## src/sv/dlc_pkg.sv

```systemverilog
`timescale 1ns / 1ps
`default_nettype none
// ----------------------------------------------------------------------------
// Diff line classifier package
// Shared sizes, class codes, sequencer push codes and the command and status
// groups that pass between the controller and the datapath.
// ----------------------------------------------------------------------------
package dlc_pkg;

   // Longest leading letter word that is held before the line goes plain.
   localparam int WORD_LIMIT  = 16;
   localparam int STASH_IDX_W = $clog2(WORD_LIMIT);
   localparam int COUNT_W     = $clog2(WORD_LIMIT + 1);

   // Line class codes carried on out_class.
   localparam logic [2:0] CL_PLAIN = 3'd0;
   localparam logic [2:0] CL_ADD   = 3'd1;
   localparam logic [2:0] CL_REM   = 3'd2;
   localparam logic [2:0] CL_HUNK  = 3'd3;
   localparam logic [2:0] CL_META  = 3'd4;

   // What the output register loads in a cycle.
   localparam logic [1:0] PUSH_NONE   = 2'd0;
   localparam logic [1:0] PUSH_DIRECT = 2'd1;
   localparam logic [1:0] PUSH_STASH  = 2'd2;
   localparam logic [1:0] PUSH_HELD   = 2'd3;

   // Commands from the controller to the datapath.
   typedef struct packed {
      logic       accept;
      logic [1:0] push;
   } dlc_cmd_type;

   // Status from the datapath to the controller.
   typedef struct packed {
      logic out_free;
      logic dec_rel;
      logic dec_emit;
      logic rel_last;
      logic held_emit;
   } dlc_status_type;

endpackage
`default_nettype wire

```

## src/sv/dlc_if.sv

```systemverilog
`timescale 1ns / 1ps
`default_nettype none
// ----------------------------------------------------------------------------
// Diff line classifier channels
// Valid/ready channels for the incoming text words and the tagged result
// words.
// ----------------------------------------------------------------------------
interface dlc_req_if;
   logic       valid;
   logic       ready;
   logic       req_type;
   logic [7:0] in_byte;

   modport source (output valid, output req_type, output in_byte, input ready);
   modport sink   (input valid, input req_type, input in_byte, output ready);
endinterface

interface dlc_rsp_if;
   logic       valid;
   logic       ready;
   logic [7:0] out_byte;
   logic [2:0] out_class;
   logic       last_of_run;

   modport source (output valid, output out_byte, output out_class,
                   output last_of_run, input ready);
   modport sink   (input valid, input out_byte, input out_class,
                   input last_of_run, output ready);
endinterface
`default_nettype wire

```

## src/sv/dlc_controller.sv

```systemverilog
`timescale 1ns / 1ps
`default_nettype none
// ----------------------------------------------------------------------------
// Diff line classifier controller
// Sequences one input word: accepts it, then releases held bytes one per
// cycle and finally the deciding byte, if emitted, as the output register frees up.
// ----------------------------------------------------------------------------
module dlc_controller import dlc_pkg::*; (
   input  wire logic           clock,
   input  wire logic           reset,
   input  wire logic           req_valid,
   output logic                req_ready,
   input  wire dlc_status_type status,
   output dlc_cmd_type         cmd
);

   localparam logic [1:0] SEQ_IDLE = 2'd0;
   localparam logic [1:0] SEQ_REL  = 2'd1;
   localparam logic [1:0] SEQ_HELD = 2'd2;

   logic [1:0] seq_ff;
   logic [1:0] seq_in;

   // Next sequencer state and the commands of this cycle.
   always_comb begin
      seq_in     = seq_ff;
      req_ready  = 1'b0;
      cmd.accept = 1'b0;
      cmd.push   = PUSH_NONE;
      case (seq_ff)
         SEQ_IDLE: begin
            req_ready = status.out_free;
            if (req_valid && status.out_free) begin
               cmd.accept = 1'b1;
               if (status.dec_rel) begin
                  seq_in = SEQ_REL;
               end else if (status.dec_emit) begin
                  cmd.push = PUSH_DIRECT;
               end
            end
         end
         SEQ_REL: begin
            if (status.out_free) begin
               cmd.push = PUSH_STASH;
               if (status.rel_last) begin
                  seq_in = status.held_emit ? SEQ_HELD : SEQ_IDLE;
               end
            end
         end
         SEQ_HELD: begin
            if (status.out_free) begin
               cmd.push = PUSH_HELD;
               seq_in   = SEQ_IDLE;
            end
         end
         default: begin
            seq_in = SEQ_IDLE;
         end
      endcase
   end

   always_ff @(posedge clock) begin
      if (reset) begin
         seq_ff <= SEQ_IDLE;
      end else begin
         seq_ff <= seq_in;
      end
   end

endmodule
`default_nettype wire

```

## src/sv/dlc_datapath.sv

```systemverilog
`timescale 1ns / 1ps
`default_nettype none
// ----------------------------------------------------------------------------
// Diff line classifier datapath
// Holds the parse state, the line-start stash with its running word match,
// the class decision for the offered word, and the output register.
// ----------------------------------------------------------------------------
module dlc_datapath import dlc_pkg::*; (
   input  wire logic        clock,
   input  wire logic        reset,
   input  wire dlc_cmd_type cmd,
   input  wire logic        req_type,
   input  wire logic [7:0]  in_byte,
   input  wire logic        rsp_ready,
   output logic             rsp_valid,
   output logic [7:0]       out_byte,
   output logic [2:0]       out_class,
   output logic             last_of_run,
   output dlc_status_type   status
);

   // Parse states.
   localparam logic [3:0] ST_START = 4'd0;
   localparam logic [3:0] ST_AT    = 4'd1;
   localparam logic [3:0] ST_WORD  = 4'd2;
   localparam logic [3:0] ST_P1    = 4'd3;
   localparam logic [3:0] ST_P2    = 4'd4;
   localparam logic [3:0] ST_M1    = 4'd5;
   localparam logic [3:0] ST_M2    = 4'd6;
   localparam logic [3:0] ST_P3    = 4'd7;
   localparam logic [3:0] ST_M3    = 4'd8;
   localparam logic [3:0] ST_PLAIN = 4'd9;
   localparam logic [3:0] ST_ADD   = 4'd10;
   localparam logic [3:0] ST_REM   = 4'd11;
   localparam logic [3:0] ST_HUNK  = 4'd12;
   localparam logic [3:0] ST_META  = 4'd13;

   // Characters that steer the parse.
   localparam logic [7:0] CH_PLUS   = 8'h2B;
   localparam logic [7:0] CH_MINUS  = 8'h2D;
   localparam logic [7:0] CH_AT     = 8'h40;
   localparam logic [7:0] CH_BSLASH = 8'h5C;
   localparam logic [7:0] CH_NL     = 8'h0A;
   localparam logic [7:0] CH_TAB    = 8'h09;
   localparam logic [7:0] CH_SPACE  = 8'h20;

   // Metadata word list, left-justified in a field of the longest word.
   localparam int NUM_WORDS    = 11;
   localparam int MAX_WORD_LEN = 13;
   localparam int WORD_TEXT_W  = 8 * MAX_WORD_LEN;
   localparam int WORD_POS_W   = $clog2(MAX_WORD_LEN);

   function automatic logic [WORD_TEXT_W-1:0] word_text(input logic [3:0] k);
      case (k)
         4'd0:    word_text = {"diff", 72'd0};
         4'd1:    word_text = {"index", 64'd0};
         4'd2:    word_text = {"old", 80'd0};
         4'd3:    word_text = {"new", 80'd0};
         4'd4:    word_text = {"deleted", 48'd0};
         4'd5:    word_text = {"copy", 72'd0};
         4'd6:    word_text = {"rename", 56'd0};
         4'd7:    word_text = {"similarity", 24'd0};
         4'd8:    word_text = "dissimilarity";
         4'd9:    word_text = {"Binary", 56'd0};
         4'd10:   word_text = {"GIT", 80'd0};
         default: word_text = '0;
      endcase
   endfunction

   function automatic logic [3:0] word_len(input logic [3:0] k);
      case (k)
         4'd0:    word_len = 4'd4;
         4'd1:    word_len = 4'd5;
         4'd2:    word_len = 4'd3;
         4'd3:    word_len = 4'd3;
         4'd4:    word_len = 4'd7;
         4'd5:    word_len = 4'd4;
         4'd6:    word_len = 4'd6;
         4'd7:    word_len = 4'd10;
         4'd8:    word_len = 4'd13;
         4'd9:    word_len = 4'd6;
         4'd10:   word_len = 4'd3;
         default: word_len = 4'd0;
      endcase
   endfunction

   function automatic logic [7:0] word_char(input logic [3:0] k,
                                            input logic [WORD_POS_W-1:0] pos);
      logic [WORD_TEXT_W-1:0] t;
      t = word_text(k) << {pos, 3'b000};
      word_char = t[WORD_TEXT_W-1 -: 8];
   endfunction

   // Class carried by the bytes of a decided line.
   function automatic logic [2:0] state_cls(input logic [3:0] s);
      case (s)
         ST_ADD:  state_cls = CL_ADD;
         ST_REM:  state_cls = CL_REM;
         ST_HUNK: state_cls = CL_HUNK;
         ST_META: state_cls = CL_META;
         default: state_cls = CL_PLAIN;
      endcase
   endfunction

   logic [3:0]               parse_state_ff, parse_state_in;
   logic [COUNT_W-1:0]       count_ff, count_in;
   logic [NUM_WORDS-1:0]     match_ff, match_in;
   logic [7:0]               stash_ff [WORD_LIMIT];
   logic [COUNT_W-1:0]       rel_len_ff, rel_len_in;
   logic [STASH_IDX_W-1:0]   rel_idx_ff, rel_idx_in;
   logic [2:0]               rel_cls_ff, rel_cls_in;
   logic [7:0]               held_byte_ff, held_byte_in;
   logic [2:0]               held_cls_ff, held_cls_in;
   logic                     held_emit_ff, held_emit_in;
   logic                     rsp_valid_ff, rsp_valid_in;
   logic [7:0]               rsp_byte_ff, rsp_byte_in;
   logic [2:0]               rsp_cls_ff, rsp_cls_in;
   logic                     rsp_last_ff, rsp_last_in;

   logic [3:0]               eff_state;
   logic                     is_letter;
   logic                     is_space;
   logic                     word_meta;
   logic                     rel_last;
   logic                     out_free;
   logic                     stash_we;
   logic [STASH_IDX_W-1:0]   stash_wa;

   logic                     d_rel, d_emit, d_start, d_append, d_line;
   logic [2:0]               d_rel_cls, d_emit_cls;
   logic [3:0]               d_next, d_line_st;

   // Byte classes and the running word match.
   always_comb begin
      is_letter = (in_byte >= "a" && in_byte <= "z") ||
                  (in_byte >= "A" && in_byte <= "Z");
      is_space  = (in_byte == CH_SPACE) || (in_byte == CH_TAB) || (in_byte == CH_NL);
      word_meta = 1'b0;
      for (int k = 0; k < NUM_WORDS; k++) begin
         if (match_ff[k] && count_ff == COUNT_W'(word_len(4'(k)))) begin
            word_meta = 1'b1;
         end
      end
      eff_state = (parse_state_ff > ST_META) ? ST_START : parse_state_ff;
   end

   // Class decision for the offered word.
   always_comb begin
      d_rel      = 1'b0;
      d_rel_cls  = CL_PLAIN;
      d_emit     = 1'b0;
      d_emit_cls = CL_PLAIN;
      d_start    = 1'b0;
      d_append   = 1'b0;
      d_line     = 1'b0;
      d_line_st  = ST_PLAIN;
      d_next     = eff_state;
      if (req_type) begin
         // Flush: release the stash by best guess, back to line start.
         d_next = ST_START;
         case (eff_state)
            ST_P1, ST_P2: begin
               d_rel = 1'b1; d_rel_cls = CL_ADD;
            end
            ST_M1, ST_M2: begin
               d_rel = 1'b1; d_rel_cls = CL_REM;
            end
            ST_P3, ST_M3: begin
               d_rel = 1'b1; d_rel_cls = CL_META;
            end
            ST_WORD: begin
               d_rel = 1'b1; d_rel_cls = word_meta ? CL_META : CL_PLAIN;
            end
            ST_AT: begin
               d_rel = 1'b1; d_rel_cls = CL_PLAIN;
            end
            default: begin
               d_rel = 1'b0;
            end
         endcase
      end else begin
         case (eff_state)
            ST_START: begin
               if (in_byte == CH_PLUS) begin
                  d_start = 1'b1; d_next = ST_P1;
               end else if (in_byte == CH_MINUS) begin
                  d_start = 1'b1; d_next = ST_M1;
               end else if (in_byte == CH_BSLASH) begin
                  d_line = 1'b1; d_line_st = ST_META;
               end else if (in_byte == CH_AT) begin
                  d_start = 1'b1; d_next = ST_AT;
               end else if (is_letter) begin
                  d_start = 1'b1; d_next = ST_WORD;
               end else begin
                  d_line = 1'b1; d_line_st = ST_PLAIN;
               end
            end
            ST_AT: begin
               d_rel  = 1'b1;
               d_line = 1'b1;
               if (in_byte == CH_AT) begin
                  d_rel_cls = CL_HUNK; d_line_st = ST_HUNK;
               end else begin
                  d_rel_cls = CL_PLAIN; d_line_st = ST_PLAIN;
               end
            end
            ST_WORD: begin
               if (is_letter && count_ff < COUNT_W'(WORD_LIMIT)) begin
                  d_append = 1'b1;
               end else if (!is_letter && word_meta) begin
                  d_rel = 1'b1; d_rel_cls = CL_META;
                  d_line = 1'b1; d_line_st = ST_META;
               end else begin
                  d_rel = 1'b1; d_rel_cls = CL_PLAIN;
                  d_line = 1'b1; d_line_st = ST_PLAIN;
               end
            end
            ST_P1, ST_P2: begin
               if (in_byte == CH_PLUS) begin
                  d_append = 1'b1;
                  d_next   = (eff_state == ST_P1) ? ST_P2 : ST_P3;
               end else begin
                  d_rel = 1'b1; d_rel_cls = CL_ADD;
                  d_line = 1'b1; d_line_st = ST_ADD;
               end
            end
            ST_M1, ST_M2: begin
               if (in_byte == CH_MINUS) begin
                  d_append = 1'b1;
                  d_next   = (eff_state == ST_M1) ? ST_M2 : ST_M3;
               end else begin
                  d_rel = 1'b1; d_rel_cls = CL_REM;
                  d_line = 1'b1; d_line_st = ST_REM;
               end
            end
            ST_P3, ST_M3: begin
               d_rel  = 1'b1;
               d_line = 1'b1;
               if (is_space) begin
                  d_rel_cls = CL_META; d_line_st = ST_META;
               end else if (eff_state == ST_P3) begin
                  d_rel_cls = CL_ADD; d_line_st = ST_ADD;
               end else begin
                  d_rel_cls = CL_REM; d_line_st = ST_REM;
               end
            end
            ST_PLAIN, ST_ADD, ST_REM, ST_HUNK, ST_META: begin
               d_line = 1'b1; d_line_st = eff_state;
            end
            default: begin
               d_next = ST_START;
            end
         endcase
      end
      // A byte inside a decided line carries its class; a newline ends it.
      if (d_line) begin
         d_emit     = 1'b1;
         d_emit_cls = state_cls(d_line_st);
         d_next     = (in_byte == CH_NL) ? ST_START : d_line_st;
      end
   end

   // Parse state, stash bookkeeping and the release setup.
   always_comb begin
      parse_state_in = parse_state_ff;
      count_in       = count_ff;
      match_in       = match_ff;
      rel_len_in     = rel_len_ff;
      rel_idx_in     = rel_idx_ff;
      rel_cls_in     = rel_cls_ff;
      held_byte_in   = held_byte_ff;
      held_cls_in    = held_cls_ff;
      held_emit_in   = held_emit_ff;
      stash_we       = 1'b0;
      stash_wa       = count_ff[STASH_IDX_W-1:0];
      if (cmd.accept) begin
         parse_state_in = d_next;
         if (req_type) begin
            count_in = '0;
         end
         if (d_start) begin
            stash_we = 1'b1;
            stash_wa = '0;
            count_in = COUNT_W'(1);
            for (int k = 0; k < NUM_WORDS; k++) begin
               match_in[k] = (word_char(4'(k), '0) == in_byte);
            end
         end
         if (d_append) begin
            stash_we = 1'b1;
            count_in = count_ff + COUNT_W'(1);
            for (int k = 0; k < NUM_WORDS; k++) begin
               match_in[k] = match_ff[k] &&
                             (count_ff < COUNT_W'(word_len(4'(k)))) &&
                             (word_char(4'(k), count_ff[WORD_POS_W-1:0]) == in_byte);
            end
         end
         if (d_rel) begin
            rel_len_in   = count_ff;
            rel_idx_in   = '0;
            rel_cls_in   = d_rel_cls;
            held_byte_in = in_byte;
            held_cls_in  = d_emit_cls;
            held_emit_in = d_emit;
            count_in     = '0;
         end
      end
      if (cmd.push == PUSH_STASH) begin
         rel_idx_in = rel_idx_ff + STASH_IDX_W'(1);
      end
   end

   assign rel_last = (COUNT_W'(rel_idx_ff) + COUNT_W'(1)) == rel_len_ff;
   assign out_free = !rsp_valid_ff || rsp_ready;

   // Output register: loads one result word per push.
   always_comb begin
      rsp_byte_in  = rsp_byte_ff;
      rsp_cls_in   = rsp_cls_ff;
      rsp_last_in  = rsp_last_ff;
      rsp_valid_in = rsp_valid_ff && !rsp_ready;
      case (cmd.push)
         PUSH_DIRECT: begin
            rsp_valid_in = 1'b1;
            rsp_byte_in  = in_byte;
            rsp_cls_in   = d_emit_cls;
            rsp_last_in  = 1'b1;
         end
         PUSH_STASH: begin
            rsp_valid_in = 1'b1;
            rsp_byte_in  = stash_ff[rel_idx_ff];
            rsp_cls_in   = rel_cls_ff;
            rsp_last_in  = rel_last && !held_emit_ff;
         end
         PUSH_HELD: begin
            rsp_valid_in = 1'b1;
            rsp_byte_in  = held_byte_ff;
            rsp_cls_in   = held_cls_ff;
            rsp_last_in  = 1'b1;
         end
         default: begin
            rsp_byte_in = rsp_byte_ff;
         end
      endcase
   end

   // Control registers.
   always_ff @(posedge clock) begin
      if (reset) begin
         parse_state_ff <= ST_START;
         count_ff       <= '0;
         rel_idx_ff     <= '0;
         rel_len_ff     <= '0;
         held_emit_ff   <= 1'b0;
         rsp_valid_ff   <= 1'b0;
      end else begin
         parse_state_ff <= parse_state_in;
         count_ff       <= count_in;
         rel_idx_ff     <= rel_idx_in;
         rel_len_ff     <= rel_len_in;
         held_emit_ff   <= held_emit_in;
         rsp_valid_ff   <= rsp_valid_in;
      end
   end

   // Payload registers.
   always_ff @(posedge clock) begin
      match_ff     <= match_in;
      rel_cls_ff   <= rel_cls_in;
      held_byte_ff <= held_byte_in;
      held_cls_ff  <= held_cls_in;
      rsp_byte_ff  <= rsp_byte_in;
      rsp_cls_ff   <= rsp_cls_in;
      rsp_last_ff  <= rsp_last_in;
   end

   // Line-start stash.
   always_ff @(posedge clock) begin
      if (stash_we) begin
         stash_ff[stash_wa] <= in_byte;
      end
   end

   assign rsp_valid   = rsp_valid_ff;
   assign out_byte    = rsp_byte_ff;
   assign out_class   = rsp_cls_ff;
   assign last_of_run = rsp_last_ff;

   assign status.out_free  = out_free;
   assign status.dec_rel   = d_rel;
   assign status.dec_emit  = d_emit;
   assign status.rel_last  = rel_last;
   assign status.held_emit = held_emit_ff;

endmodule
`default_nettype wire

```

## src/sv/diff_line_classifier.sv

```systemverilog
`timescale 1ns / 1ps
`default_nettype none
// ----------------------------------------------------------------------------
// Diff line classifier
// Tags every byte of a unified-diff stream with the class of its line.
// ----------------------------------------------------------------------------
// A byte inside a line whose class is already known is accepted and shows
// up on the result channel the next cycle, so such text streams at one
// byte per cycle while the result channel is ready. A byte at line start
// that cannot yet be decided (a leading +, -, @ or letter word of up to 16
// letters) is held and gives no result word. Once the byte that decides the
// class is accepted, the n held bytes and then the deciding byte leave
// through the single output register one word per cycle as it frees up,
// and no new word is accepted before they have all left. A flush word
// releases any held bytes the same way and returns to line start. The last
// word caused by an input carries last_of_run. No clearing pass follows
// reset.
// ----------------------------------------------------------------------------
module diff_line_classifier import dlc_pkg::*; (
   input  wire logic clock,
   input  wire logic reset,
   dlc_req_if.sink   req_ch,
   dlc_rsp_if.source rsp_ch
);

   dlc_cmd_type    cmd;
   dlc_status_type status;
   logic           req_ready;

   dlc_controller u_controller (
      .clock     (clock),
      .reset     (reset),
      .req_valid (req_ch.valid),
      .req_ready (req_ready),
      .status    (status),
      .cmd       (cmd)
   );

   dlc_datapath u_datapath (
      .clock       (clock),
      .reset       (reset),
      .cmd         (cmd),
      .req_type    (req_ch.req_type),
      .in_byte     (req_ch.in_byte),
      .rsp_ready   (rsp_ch.ready),
      .rsp_valid   (rsp_ch.valid),
      .out_byte    (rsp_ch.out_byte),
      .out_class   (rsp_ch.out_class),
      .last_of_run (rsp_ch.last_of_run),
      .status      (status)
   );

   assign req_ch.ready = req_ready;

endmodule
`default_nettype wire

```

## src/flat_wrapper.sv

```systemverilog
// flat-port wrapper written by rule: the top's interface ports become plain ports
module diff_line_classifier_flat import dlc_pkg::*;
  (clock, reset, req_ch_valid, req_ch_req_type, req_ch_in_byte, req_ch_ready, rsp_ch_valid, rsp_ch_out_byte, rsp_ch_out_class, rsp_ch_last_of_run, rsp_ch_ready);
  dlc_req_if req_ch_i ();
  dlc_rsp_if rsp_ch_i ();
  input  wire logic clock;
  input  wire logic reset;
  input wire logic [$bits(req_ch_i.valid)-1:0] req_ch_valid;
  input wire logic [$bits(req_ch_i.req_type)-1:0] req_ch_req_type;
  input wire logic [$bits(req_ch_i.in_byte)-1:0] req_ch_in_byte;
  output wire logic [$bits(req_ch_i.ready)-1:0] req_ch_ready;
  output wire logic [$bits(rsp_ch_i.valid)-1:0] rsp_ch_valid;
  output wire logic [$bits(rsp_ch_i.out_byte)-1:0] rsp_ch_out_byte;
  output wire logic [$bits(rsp_ch_i.out_class)-1:0] rsp_ch_out_class;
  output wire logic [$bits(rsp_ch_i.last_of_run)-1:0] rsp_ch_last_of_run;
  input wire logic [$bits(rsp_ch_i.ready)-1:0] rsp_ch_ready;
  assign req_ch_i.valid = req_ch_valid;
  assign req_ch_i.req_type = req_ch_req_type;
  assign req_ch_i.in_byte = req_ch_in_byte;
  assign req_ch_ready = req_ch_i.ready;
  assign rsp_ch_valid = rsp_ch_i.valid;
  assign rsp_ch_out_byte = rsp_ch_i.out_byte;
  assign rsp_ch_out_class = rsp_ch_i.out_class;
  assign rsp_ch_last_of_run = rsp_ch_i.last_of_run;
  assign rsp_ch_i.ready = rsp_ch_ready;
  diff_line_classifier u_core (.clock(clock), .reset(reset), .req_ch(req_ch_i), .rsp_ch(rsp_ch_i));
endmodule
```

## config.mk

```make
export PLATFORM = sky130hd
export DESIGN_NAME = diff_line_classifier_flat
export DESIGN_NICKNAME = d
export VERILOG_FILES = /design/src/sv/dlc_pkg.sv /design/src/sv/dlc_if.sv /design/src/sv/dlc_controller.sv /design/src/sv/dlc_datapath.sv /design/src/sv/diff_line_classifier.sv /design/src/flat_wrapper.sv
export SDC_FILE = /design/constraint.sdc
export NUM_CORES = 1
export LEC_CHECK = 0
export ABC_CLOCK_PERIOD_IN_PS = 3100
export BUFFER_PORTS_ARGS = -buffer_cell sky130_fd_sc_hd__buf_4
export CORE_UTILIZATION = 25
export DETAILED_ROUTE_END_ITERATION = 7
export HOLD_SLACK_MARGIN = 0.12
export SYNTH_ARGS = -nofsm -noshare
export SYNTH_HDL_FRONTEND = slang
export SYNTH_SLANG_ARGS = --single-unit
```

## constraint.sdc

```tcl
create_clock -name clock -period 3.1 [get_ports clock]
set_input_delay 0.155 -clock clock [delete_from_list [all_inputs] [get_ports clock]]
set_output_delay 0.155 -clock clock [all_outputs]
set_load 0.01 [all_outputs]
```

== Word level (Yosys, flattened, before mapping) ==
Memories as Yosys holds them, arrays and structs flattened. A register that Yosys moved wholly into a read port is not among the register bits.
Index checks and enable logic that the tools add are counted.
Widths: inputs -> output; s select.
Storage, ports and cells
  flip-flop bits (word level): 59
  memory bits (writable): 128
  bits of input ports: 13
  output and inout port bits: 14
  memories kept: 1
  word-level logic and storage cells: 348
Memories
  u_core.u_datapath.stash_ff: words 16, width 8, rd ports 1, clocked after memory_dff 1, write ports 1, RTL line dlc_datapath.sv:108  | logic [7:0] stash_ff [WORD_LIMIT];
Operators by class
  order comparisons: 13
  reduce and logical (&&, ||, !) cells: 71
  multiplexer cells: 171
  shift-type cells: 11
  $add $sub $neg: 3
  eq/ne operators: 64
Operators by type and width (count)
  $mux 104: 44
  $shl 104x7->104: 11
  $eq 8x8->1: 22
  $mux 4: 34
  $mux 1: 46
  $mux 3: 14
  $eq 4x4->1 const B: 10
  $logic_and 1x1->1: 40
  $lt 5x4->1: 7
  $mux 2: 14
  $pmux 4 s7: 1
  $eq 8x6->1 const B: 3
  $pmux 3 s4: 2
  $pmux 8 s3: 1
  $mux 11: 2
  $eq 5x3->1 const B: 4
  $mux 5: 4
  $eq 4x3->1 const B: 4
  $eq 8x4->1 const B: 2
  $eq 8x7->1 const B: 2
  $ge 8x7->1 const B: 2
  $le 8x7->1 const B: 2
  $pmux 4 s4: 1
  $reduce_or 8->1: 2
  other kinds (33): 59

== Depth between registers and ports, before layout ==
Gate-level depths: netlist of the first run.
  word-level depth: 22
  gate-level depth with buffers: 11
  gate-level depth less buffers: 9

== Hierarchy ==
Synthesis of the first run repeated with hierarchy kept, for this count alone.
Second synthesis, totals
  cells, all modules: 839
  area total of the unflattened synthesis: 10108.4 um2
Modules (own cells, without submodules)
  dlc_datapath: area an instance 9954.5 um2, times used 1, cells an instance 823, sequential area each 5435.2 um2
  dlc_controller: area an instance 153.9 um2, times used 1, cells an instance 16, sequential area each 40.0 um2

== Worst setup path before layout of the first run ==
No wires, ideal clock.
  kind: register to register
  from: reg u_core.u_datapath.parse_state_ff[1]
  to: mem u_core.u_datapath.stash_ff[12][0] (enable)
  data required time: 2.717 ns
  setup time: 0.383 ns
  data arrival time: 2.622 ns
  clock period less this slack: 3.006 ns
  stages on the path, launching flop included: 9
  path slack: 0.094 ns
  cells stage by stage: dfxtp_1 clkbuf_1 nor4bb_1 o21ai_0 a21oi_1 o21ai_1 nor3b_1 nand3_1 nor3_1
On the way
  word-level cells in the longest chain between the ends: 10
  elaborated cells on any way between the ends: 21
RTL lines
  start, declared: RTL line dlc_datapath.sv:105  | logic [3:0] parse_state_ff, parse_state_in;
  start signal, assigned: RTL line dlc_datapath.sv:357  | parse_state_ff <= parse_state_in;
  $gt 4x4->1: RTL line dlc_datapath.sv:144  | eff_state = (parse_state_ff > ST_META) ? ST_START : parse_state_ff;
  $mux 4 (*): RTL line dlc_datapath.sv:144
  $eq 4x3->1 (tied with other cells): RTL line dlc_datapath.sv:182  | case (eff_state)
  $reduce_or 2->1 / $mux 1 (equally long branches): RTL line dlc_datapath.sv:182
  $pmux 1 s3 / $mux 1 (equally long branches): RTL line dlc_datapath.sv:182, dlc_datapath.sv:158
  $mux 1 (on tied branches): RTL line dlc_datapath.sv:158, dlc_datapath.sv:281
  $mux 1: RTL line dlc_datapath.sv:289  | if (d_append) begin
  $mux 1: RTL line dlc_datapath.sv:276  | if (cmd.accept) begin
  $mux 1: RTL line dlc_datapath.sv:379  | if (stash_we) begin
  $mux 1 (not written as such): RTL line dlc_datapath.sv:380  | stash_ff[stash_wa] <= in_byte;
  end, declared: RTL line dlc_datapath.sv:108
Every way passes the cells marked *; elsewhere a longest branch is shown, timed or not.

== Worst setup path in the final report of the first run ==
  from: in req_ch_in_byte[7]
  to: reg u_core.u_datapath.rsp_cls_ff[1] (netlist: u_core.u_datapath.out_class[1]) (data pin)
On the way
  word-level cells in the longest chain between the ends: 17
  elaborated cells on any way between the ends: 57
RTL lines
  start, declared: RTL line flat_wrapper.sv:10  | input wire logic [$bits(req_ch_i.in_byte)-1:0] req_ch_in_byte;
  $ge 8x7->1 (tied with other cells): RTL line dlc_datapath.sv:135  | is_letter = (in_byte >= "a" && in_byte <= "z") ||
  $logic_and 1x1->1 (on tied branches): RTL line dlc_datapath.sv:135, dlc_datapath.sv:136
  $logic_or 1x1->1: RTL line dlc_datapath.sv:135
  $mux 1: RTL line dlc_datapath.sv:192  | end else if (is_letter) begin
  $mux 1: RTL line dlc_datapath.sv:190  | end else if (in_byte == CH_AT) begin
  $mux 1: RTL line dlc_datapath.sv:188  | end else if (in_byte == CH_BSLASH) begin
  $mux 1: RTL line dlc_datapath.sv:186  | end else if (in_byte == CH_MINUS) begin
  $mux 1: RTL line dlc_datapath.sv:184  | if (in_byte == CH_PLUS) begin
  [... 2 more ...]
  $mux 1: RTL line dlc_datapath.sv:256  | if (d_line) begin
  $mux 1: RTL line dlc_controller.sv:37  | end else if (status.dec_emit) begin
  $mux 1: RTL line dlc_controller.sv:35  | if (status.dec_rel) begin
  $mux 3: RTL line dlc_controller.sv:33  | if (req_valid && status.out_free) begin
  $pmux 2 s3: RTL line dlc_controller.sv:30  | case (seq_ff)
  $eq 2x2->1 / $eq 2x1->1 (equally long branches): RTL line dlc_datapath.sv:322  | case (cmd.push)
  $pmux 3 s3 (*): RTL line dlc_datapath.sv:322
  named net u_core.u_datapath.rsp_cls_in[1]: RTL line dlc_datapath.sv:117  | logic [2:0] rsp_cls_ff, rsp_cls_in;
  end signal, assigned: RTL line dlc_datapath.sv:373  | rsp_cls_ff <= rsp_cls_in;
  end, declared: RTL line dlc_datapath.sv:117
Mark *: on every way through the listed nets, which the timed path passes. The rest lies on a longest branch.
A chain may end at the register's enable or synchronous reset.

==> impl_metrics.tcl, run 1 <==
set metrics [dict create \
    status "completed" \
    async_reset_ff_share_pct 0 \
    first_pass_iters 5 \
    cp_max_fo 25 \
    drt_iter0_drc 819 \
    initial_core_util_pct 25.6 \
    relSlewSlack_pct 51.8 \
    clock_latency_ns 0.45 \
    cts_max_level 4 \
    routed_via_density 5.13 \
    internal-power_uw 4690 \
    max_freq_mhz 332 \
    p_per_area_mw_per_mm2 534 \
    grt_max_degree 41 \
    cts_buffers 17 \
    post_cts_buffers 0 \
    clk_path_buf_depth 2 \
    fin_ws_ns 0.0854 \
    diodes 0 \
    critPathCaptureType "flip-flop" \
    finClkSkew_ns 0.0223 \
    ys_ff_latch 191 \
    syn_area_per_cell_um2 11.8 \
    rows 72 \
    synth_xor_area_share_pct 3.41 \
    place_congestion 0.875 \
    seqPwrFrac_pct 46.7 \
    die-area_mm2 0.0409 \
    period_needed_ns 3.01 \
    maxCapViolCount 0 \
    rsz0062_at_grt "no" \
    total_power_uw 6340 \
    cts_root_buffer "clkbuf_16" \
    track_usage_pct 13.4 \
    pin_count 27 \
    synth-edff-count 165 \
    ant_nets 0 \
    syn_nets 870 \
    p_leak_uw 0.00388 \
    holdCritPathClass "in -> reg" \
    postSynthCellCount 847 \
    hold_viol 0 \
    crit_arrival_ns 3.21 \
    port_buffers 26 \
    die_h_um 202 \
    worst_pin_slew_ns 0.722 \
    grt-ovfl-total 0 \
    crit_type "in -> reg" \
    n_fill_cell 3926 \
    crit_path_start_kind "input port" \
    clkSlewWorstSetupHoldPaths_ns 0.07 \
    grt_pass1_wl_um 42400 \
    cp.required_ns 3.29 \
    r2r_slack_ns 0.20 \
    nets 924 \
    synthSimpleGateAreaFrac_pct 14.5 \
    pwr-share-comb_pct 17.3 \
    cts_tree "built" \
    ys_types 78 \
    dp_slack_ns 0.113 \
    fp.dieW_um 202 \
    drive_gt1_share_pct 20.7 \
    ir_drop_v 0.000248 \
    ys.flop_type "edfxtp_1" \
    wl_um 26900 \
    grt_pass1_vias 7150 \
    hpwl_um 18500 \
    clkPwrFrac_pct 36.0 \
    multiInputGateArea_mm2 0.00424 \
    synth_mux_area_share_pct 11.6 \
    switching_power_uw 1640 \
    slew_violations 0 \
    setup_viol_count_final 0 \
    antenna_found_initial 0 \
    wire_per_inst_um 18.8 \
    regArea_mm2 0.00548 \
    synth_fa_ha_area_share_pct 1.25 \
    remaining_drc_errors 0 \
    core_mm2 0.0391 \
    synth_top_family_by_area "simple AND/OR/NAND/NOR gates" \
    synth_compound_area_share_pct 11.4 \
    synth-seq-area-share_pct 54.6 \
    yosysWarningCount 0 \
    switching_share_pct 26.0 \
    finalSetupTns_ns 0 \
    num_vias 7340 \
    syn_area_mm2 0.0100 \
    syn_to_final_growth_pct 18.3 \
    fin_crit_sh_pct 97.2 \
    cts_sinks 191 \
]
[kinds of logic (layout without fill, tap and decap cells)]
group	Yosys count	in the layout
adders and majority gates	10	10
and+or+nand+nor	282	282
AOI/OAI and AO/OA	176	176
DFF	191	191
buffers and inverters	83	149
muxes	66	66
xor gates and xnor gates	39	39
[worst paths after layout]
kind	startpoint	to	depth (start not counted)
setup / recovery	req_ch_in_byte[7]	u_core.u_datapath.out_class[1]$_DFFE_PP_	10
hold / removal	req_ch_req_type	u_core.u_datapath.rel_cls_ff[1]$_DFFE_PP_	2
setup reg to reg	u_core.u_datapath.parse_state_ff[2]$_SDFFE_PP0P_	u_core.u_controller.seq_ff[1]$_SDFFE_PP0P_	10
hold reg to reg	u_core.u_datapath.rel_len_ff[1]$_SDFFE_PP0P_	u_core.u_datapath.rel_len_ff[1]$_SDFFE_PP0P_	2
[repair_timing]
action,in CTS,in global routing
hold endpoints to repair,35,0
hold buffers,4,0
gates resized for setup,0,2
endpoints found under the setup margin,0,1
[power groups by stage]
stage	clock (uW)	sequential (uW)	combinational [uW]
after floorplan	0	3000	683
after global placement	0	3010	1090
after detailed placement	0	3020	1080
after CTS	2320	2960	1090
after global routing	2410	2970	1190
final	2280	2960	1090
[layout make-up]
cell class / count / area share (%)
Clock inverter: 8 / 0.992
Tap cell: 518 / 5.46
Timing Repair Buffer: 106 / 7.00
Inverter: 12 / 0.380
Multi-Input combinational cell: 573 / 35.7
Clock buffer: 23 / 4.22
Sequential cell: 191 / 46.2
[synthesized netlist by cell type (11+ instances only)]
cell type  instances  area, um^2
a21oi_1           51         255
nor3_1            22         110
dfxtp_1           26         521
nand4_1           15        93.8
nand2_1           55         206
nor2_1            82         308
clkbuf_1          52         195
o21ai_0           39         195
xor2_1            16         140
mux2i_1           22         220
edfxtp_1         165        4950
xnor2_1           23         201
buf_1             15        56.3
nor2b_1           16         100
nand2b_1          11        68.8
mux4_2            40         901
a31oi_1           11        68.8
inv_1             11        41.3
nand3_1           23         115
[routing by layer]
| metal | vias up | part of all wire, % | global-route usage, % |
|---|---|---|---|
| li1 | 3364 | - | - |
| met1 | 3647 | 46 | 18.7 |
| met2 | 291 | 46 | 20.9 |
| met3 | 38 | 6.3 | 2.82 |
| met4 | 0 | 1.5 | 3.76 |
| met5 | - | 0 | 0 |
[critical path, cell delays in order]
cell and delay [ns]:
dlygate4sd3_1 0.55, buf_4 0.23, nor4b_1 0.44, nor3b_1 0.28, buf_4 0.18, o311a_1 0.20, and4bb_2 0.29, a22oi_2 0.25
mux2_1 0.34, mux2_2 0.26
[registers in the layout (all words and copies together), names as in the netlist, named ones only]
signal,cells
u_core.u_datapath.match_ff,11
u_core.u_datapath.count_ff,5
u_core.u_datapath.out_byte,8
u_core.u_datapath.rel_idx_ff,4
u_core.u_datapath.held_cls_ff,3
u_core.u_datapath.rel_len_ff,5
u_core.u_datapath.held_byte_ff,8
u_core.u_datapath.rel_cls_ff,3
u_core.u_controller.seq_ff,2
u_core.u_datapath.parse_state_ff,4
u_core.u_datapath.last_of_run,1
u_core.u_datapath.held_emit_ff,1
u_core.u_datapath.stash_ff,128
u_core.u_datapath.out_class,3
u_core.u_datapath.rsp_valid,1
[per-stage QoR]
step | cells | utilization (%) | instance area (um^2) | hold WS (ns)
finish | 1431 | 30.3 | 11900 | 0.170
global route | 1431 | 30.3 | 11900 | 0.184
CTS | 1431 | 30.3 | 11900 | 0.150
detailed placement | 1396 | 28.6 | 11200 | 0.485
global placement | 1396 | 28.6 | 11200 | 0.473
floorplan | 847 | - | 10000 | 0.236
[layout by cell type, fill, tap and decap left out, types with 6 or more instances in the layout]
master     count
nand4_1       15
xnor2_1       23
nand2_1       55
nor2b_1       16
a21oi_1       50
mux4_2        40
nor3_1        22
o21ai_0       39
nor4b_1        6
mux2i_1       22
nor2_1        82
o31ai_1        7
nand3_1       23
inv_1         11
dfxtp_1       23
ha_1          10
buf_4        100
nand2b_1      11
xor2_1        16
a211oi_1       9
edfxtp_1     165
nor3b_1        6
a31oi_1       11
clkbuf_16     19
Power figures use the tool's default switching activity.
==> inputs of run 2 (changes only) <==
==> constraint.sdc (replaced) <==
create_clock -name clock -period 3.1 [get_ports clock]
set_input_delay 0.31 -clock clock [delete_from_list [all_inputs] [get_ports clock]]
set_output_delay 0.31 -clock clock [all_outputs]
set_load 0.01 [all_outputs]
==> run 2 against run 1 <==
  * Design area grew 0.20%
  * Global-route usage about the same
  * Sequential power hardly changed
  * Clock power decreased by 3%
  * Wire length rose by 1.4%
  * Combinational power is essentially flat
  * Clock skew decreased by 0.0098 ns
  * Die area unchanged
  * Non-clock buffer count grew 1
  * Via count up 1.5%
  * Critical path depth is 2 lower
==> impl_metrics.tcl, run 2 (synthesis results as in run 1) <==
set metrics [dict create \
    max_freq_mhz 340 \
    place_inst 1401 \
    grt_max_degree 50 \
    track_usage_pct 13.4 \
    critPathCaptureType "flip-flop" \
    antenna_found_initial 0 \
    holdCritPathClass "in -> reg" \
    grt-ovfl-total 0 \
    clk_path_buf_depth 2 \
    core_mm2 0.0391 \
    cts_root_buffer "clkbuf_16" \
    finClkSkew_ns 0.0125 \
    ir_drop_v 0.000377 \
    crit_arrival_ns 3.13 \
    multiInputGateArea_mm2 0.00425 \
    r2r_slack_ns 0.16 \
    reg2reg_to "u_core.u_datapath.out_class[2]$_DFFE_PP_" \
    cp.required_ns 3.29 \
    hold_path_startpoint "rsp_ch_ready" \
    clkSlewWorstSetupHoldPaths_ns 0.08 \
    place_congestion 0.933 \
    remaining_drc_errors 0 \
    final_util_pct 30.4 \
    first_pass_iters 5 \
    num_vias 7453 \
    wire_per_inst_um 19.1 \
    ctsHoldBuffers 0 \
    rsz0062_at_grt "no" \
    grt_pass1_wl_um 42100 \
    cts_buffers 17 \
    crit_type "reg -> reg" \
    drt_iter0_drc 833 \
    initial_core_util_pct 25.6 \
    syn_to_final_growth_pct 18.5 \
    p_leak_uw 0.00390 \
    fin_crit_sh_pct 94.8 \
    diodes 0 \
    crit_path_start_kind "flip-flop" \
    layout_common_cells "edfxtp_1, buf_4, nor2_1, nand2_1, a21oi_1" \
    ant_nets 0 \
    ff2ff_path_depth 8 \
    cts_tree "built" \
    cts_max_level 4 \
    hold_viol 0 \
    grt_pass1_vias 7058 \
    drive_gt1_share_pct 21.5 \
    die_h_um 202 \
    hpwl_um 18800 \
    final_cell_count_no_fill 1433 \
    rows 72 \
    ctsResizeCount 0 \
    relSlewSlack_pct 55.0 \
    pin_count 27 \
    n_fill_cell 3959 \
    hold_path_end "u_core.u_controller.seq_ff[1]$_SDFFE_PP0P_" \
    dp_slack_ns -0.0509 \
    largest_reg_flops 128 \
    maxCapViolCount 0 \
    reg.largest.list "u_core.u_datapath.stash_ff: 128 flops, u_core.u_datapath.match_ff: 11 flops" \
    post_cts_buffers 0 \
    die-area_mm2 0.0409 \
    worst_pin_slew_ns 0.675 \
    fp.dieW_um 202 \
    worst_hold_slack_ns 0.195 \
    mostFrequentLayoutCell "edfxtp_1" \
    slew_violations 0 \
    fin_ws_ns 0.161 \
    nets 925 \
    hold_depth 4 \
    period_needed_ns 2.94 \
    cts_sinks 191 \
    routed_via_density 5.20 \
    status "completed" \
    setup_viol_count_final 0 \
    r2r_start "u_core.u_datapath.parse_state_ff[2]$_SDFFE_PP0P_" \
    regArea_mm2 0.00548 \
    port_buffers 26 \
    regMostFlops "u_core.u_datapath.stash_ff" \
    clock_latency_ns 0.44 \
    wl_um 27300 \
    p_per_area_mw_per_mm2 528 \
    cp_max_fo 19 \
]
## run 2: changes by cell type in the layout (fill, tap and decap cells not counted), sizes merged
cell,delta
buf,+5
clkbuf,-5
clkinv,+4
dlygate4sd3,-4
inv,+4
bufinv,-2
## run 2: area by class of cell
| class | instances | area share [%] |
|---|---|---|
| Clock buffer | 18 | 3.61 |
| Clock inverter | 14 | 1.54 |
| Inverter | 12 | 0.379 |
| Multi-Input combinational cell | 573 | 35.8 |
| Sequential cell | 191 | 46.1 |
| Tap cell | 518 | 5.45 |
| Timing Repair Buffer | 107 | 7.18 |
## run 2: per-stage QoR
| step | area (um^2) | total power [uW] | TNS, ns |
|---|---|---|---|
| global placement | 11300 | 4110 | -1.52 |
| global route | 11900 | 6500 | 0 |
| CTS | 11900 | 6300 | 0 |
| detailed placement | 11300 | 4110 | -1.96 |
| floorplan | 10000 | 3690 | 0 |
| finish | 11900 | 6280 | 0 |
## run 2: power by group
part | leakage (uW) | internal [uW] | switching (uW)
logic | 0.00191 | 483 | 628
registers | 0.00169 | 2900 | 50.5
clock network | 0.000296 | 1100 | 1110
## run 2: worst max-delay path, cell delays in order (launching register included)
cell and delay, ns:
dfxtp_1 0.46, buf_4 0.26, a21bo_2 0.24, a211oi_1 0.48
a21oi_1 0.12, and4bb_2 0.30, a22oi_2 0.22, mux2_1 0.34
mux2_2 0.27
## run 2: metal layers
| layer | part of all wire (%) | vias up | track usage (%) |
|---|---|---|---|
| li1 | - | 3374 | - |
| met2 | 47 | 309 | 21.3 |
| met3 | 5.9 | 50 | 1.76 |
| met1 | 45 | 3720 | 18.9 |
| met4 | 2.1 | 0 | 4.14 |
| met5 | 0 | - | 0 |
## run 2: worst max path at each step
| stage | from | end | slack (ns) |
|---|---|---|---|
| floorplan | req_ch_in_byte[4] | u_core.u_datapath.stash_ff[4][0]$_DFFE_PP_ | 0.008 |
| global placement | req_ch_in_byte[0] | u_core.u_datapath.stash_ff[12][4]$_DFFE_PP_ | -0.07 |
| detailed placement | req_ch_in_byte[0] | u_core.u_datapath.stash_ff[12][4]$_DFFE_PP_ | -0.05 |
| CTS | u_core.u_datapath.parse_state_ff[2]$_SDFFE_PP0P_ | u_core.u_datapath.out_class[2]$_DFFE_PP_ | 0.19 |
| global route | u_core.u_datapath.parse_state_ff[2]$_SDFFE_PP0P_ | u_core.u_datapath.out_class[2]$_DFFE_PP_ | 0.05 |
| finish | u_core.u_datapath.parse_state_ff[2]$_SDFFE_PP0P_ | u_core.u_datapath.out_class[2]$_DFFE_PP_ | 0.16 |
==> inputs of run 3 (changes only) <==
--- a/config.mk
+++ b/config.mk
@@ -7,9 +7,12 @@
 export LEC_CHECK = 0
 export ABC_CLOCK_PERIOD_IN_PS = 3100
 export BUFFER_PORTS_ARGS = -buffer_cell sky130_fd_sc_hd__buf_4
+export CELL_PAD_IN_SITES_DETAIL_PLACEMENT = 1
+export CELL_PAD_IN_SITES_GLOBAL_PLACEMENT = 1
 export CORE_UTILIZATION = 25
 export DETAILED_ROUTE_END_ITERATION = 7
 export HOLD_SLACK_MARGIN = 0.12
+export PLACE_DENSITY_LB_ADDON = 0.1
 export SYNTH_ARGS = -nofsm -noshare
 export SYNTH_HDL_FRONTEND = slang
 export SYNTH_SLANG_ARGS = --single-unit
==> run 3 against run 2 <==
  * Non-clock buffer count decreased by 2
  * Utilization about the same
  * Die area unchanged
  * Setup slack improved by 0.051 ns
  * Sequential share of layout area decreased by 0.057 points
  * Via count decreased by 1.8%
==> impl_metrics.tcl, run 3 (synthesis results as in run 1) <==
set metrics [dict create \
    status "completed" \
    holdCritPathClass "in -> reg" \
    grt-ovfl-total 0 \
    port_buffers 26 \
    antenna_found_initial 2 \
    wl_um 33400 \
    regMostFlops "u_core.u_datapath.stash_ff" \
    rows 72 \
    largest_reg_flops 128 \
    die_h_um 202 \
    cts_buffers 17 \
    clk_path_buf_depth 2 \
    maxCapViolCount 0 \
    ir_drop_v 0.000321 \
    clkSlewWorstSetupHoldPaths_ns 0.09 \
    hold_path_startpoint "rsp_ch_ready" \
    cts_max_level 4 \
    die-area_mm2 0.0409 \
    finClkSkew_ns 0.0205 \
    place_inst 1399 \
    ctsHoldBuffers 0 \
    fp.dieW_um 202 \
    cts_tree "built" \
    initial_core_util_pct 25.6 \
    cp_max_fo 8 \
    pin_count 27 \
    grt_pass1_wl_um 50800 \
    num_vias 7318 \
    p_per_area_mw_per_mm2 537 \
    place_congestion 0.863 \
    nets 923 \
    slew_violations 0 \
    clock_latency_ns 0.44 \
    mostFrequentLayoutCell "edfxtp_1" \
    fin_crit_sh_pct 93.1 \
    cts_sinks 191 \
    layout_common_cells "edfxtp_1, buf_4, nor2_1, nand2_1, a21oi_1" \
    ant_nets 0 \
    grt_pass1_vias 7831 \
    routed_via_density 5.11 \
    crit_arrival_ns 3.07 \
    relSlewSlack_pct 52.5 \
    diodes 0 \
    rsz0062_at_grt "no" \
    syn_to_final_growth_pct 18.7 \
    max_freq_mhz 346 \
    worst_pin_slew_ns 0.713 \
    core_mm2 0.0391 \
    first_pass_iters 5 \
    hpwl_um 23700 \
    critPathCaptureType "flip-flop" \
    r2r_start "u_core.u_datapath.count_ff[1]$_SDFFE_PP0P_" \
    reg.largest.list "u_core.u_datapath.stash_ff: 128 flops, u_core.u_datapath.match_ff: 11 flops" \
    hold_viol 0 \
    setup_viol_count_final 0 \
    period_needed_ns 2.89 \
    crit_path_start_kind "flip-flop" \
    drt_iter0_drc 656 \
    remaining_drc_errors 0 \
    cts_root_buffer "clkbuf_16" \
    p_leak_uw 0.00390 \
    setup.worst_path.start "u_core.u_datapath.count_ff[1]$_SDFFE_PP0P_" \
    drive_gt1_share_pct 21.9 \
    crit_type "reg -> reg" \
    wire_per_inst_um 23.3 \
    post_cts_buffers 0 \
    grt_max_degree 43 \
    worst_hold_slack_ns 0.192 \
    cp.required_ns 3.28 \
    final_cell_count_no_fill 1431 \
    track_usage_pct 16.7 \
]
run 3: routing by layer:
layer  track usage [%]  wire (um)  vias up
met5                 0          0        -
met4              4.43        593        0
met3              2.81       1290       29
met2              27.5      15800      164
met1              22.6      15700     3761
li1                  -          -     3364
run 3: worst max-delay path, stage by stage, from the launching register on:
cell	delay, ns
dfxtp_1	0.40
inv_1	0.18
ha_1	0.38
o21ai_0	0.22
nand3_1	0.13
a221o_1	0.39
a32oi_1	0.28
nand3_1	0.16
and3_1	0.23
mux2_2	0.27
run 3: final cells by class:
class	instances	area (um^2)
Clock buffer	17	425
Clock inverter	15	190
Fill cell	4262	27200
Inverter	12	45.0
Multi-Input combinational cell	573	4260
Sequential cell	191	5480
Tap cell	518	648
Timing Repair Buffer	105	851
run 3: timing repair:
action	CTS	global route
setup endpoints to repair	0	4
hold endpoints to repair	0	0
resized for setup	0	3
run 3: report_power, final:
part | total [uW] | internal, uW | switching, uW
logic | 1150 | 483 | 666
registers | 2960 | 2900 | 59.6
clock network | 2280 | 1170 | 1110
total | 6390 | 4550 | 1830
run 3: metrics by stage:
step                setup TNS [ns]  util [%]  setup slack (ns)  cell area [um^2]  total power (uW)
global placement                 0      28.8            0.0473             11300              4170
detailed placement         -0.0398      28.8           -0.0153             11300              4180
CTS                              0      30.4             0.117             11900              6470
floorplan                        0         -           0.00822             10000              3690
finish                           0      30.4             0.213             11900              6390
global route                     0      30.4            0.0695             11900              6650
run 3: path summary, 6_finish.rpt:
path	slack, ns	cells past startpoint	end
max	0.21	9	u_core.u_datapath.out_class[2]$_DFFE_PP_
min	0.19	4	u_core.u_controller.seq_ff[1]$_SDFFE_PP0P_
max reg2reg	0.21	9	u_core.u_datapath.out_class[2]$_DFFE_PP_
min reg2reg	0.50	2	u_core.u_controller.seq_ff[1]$_SDFFE_PP0P_
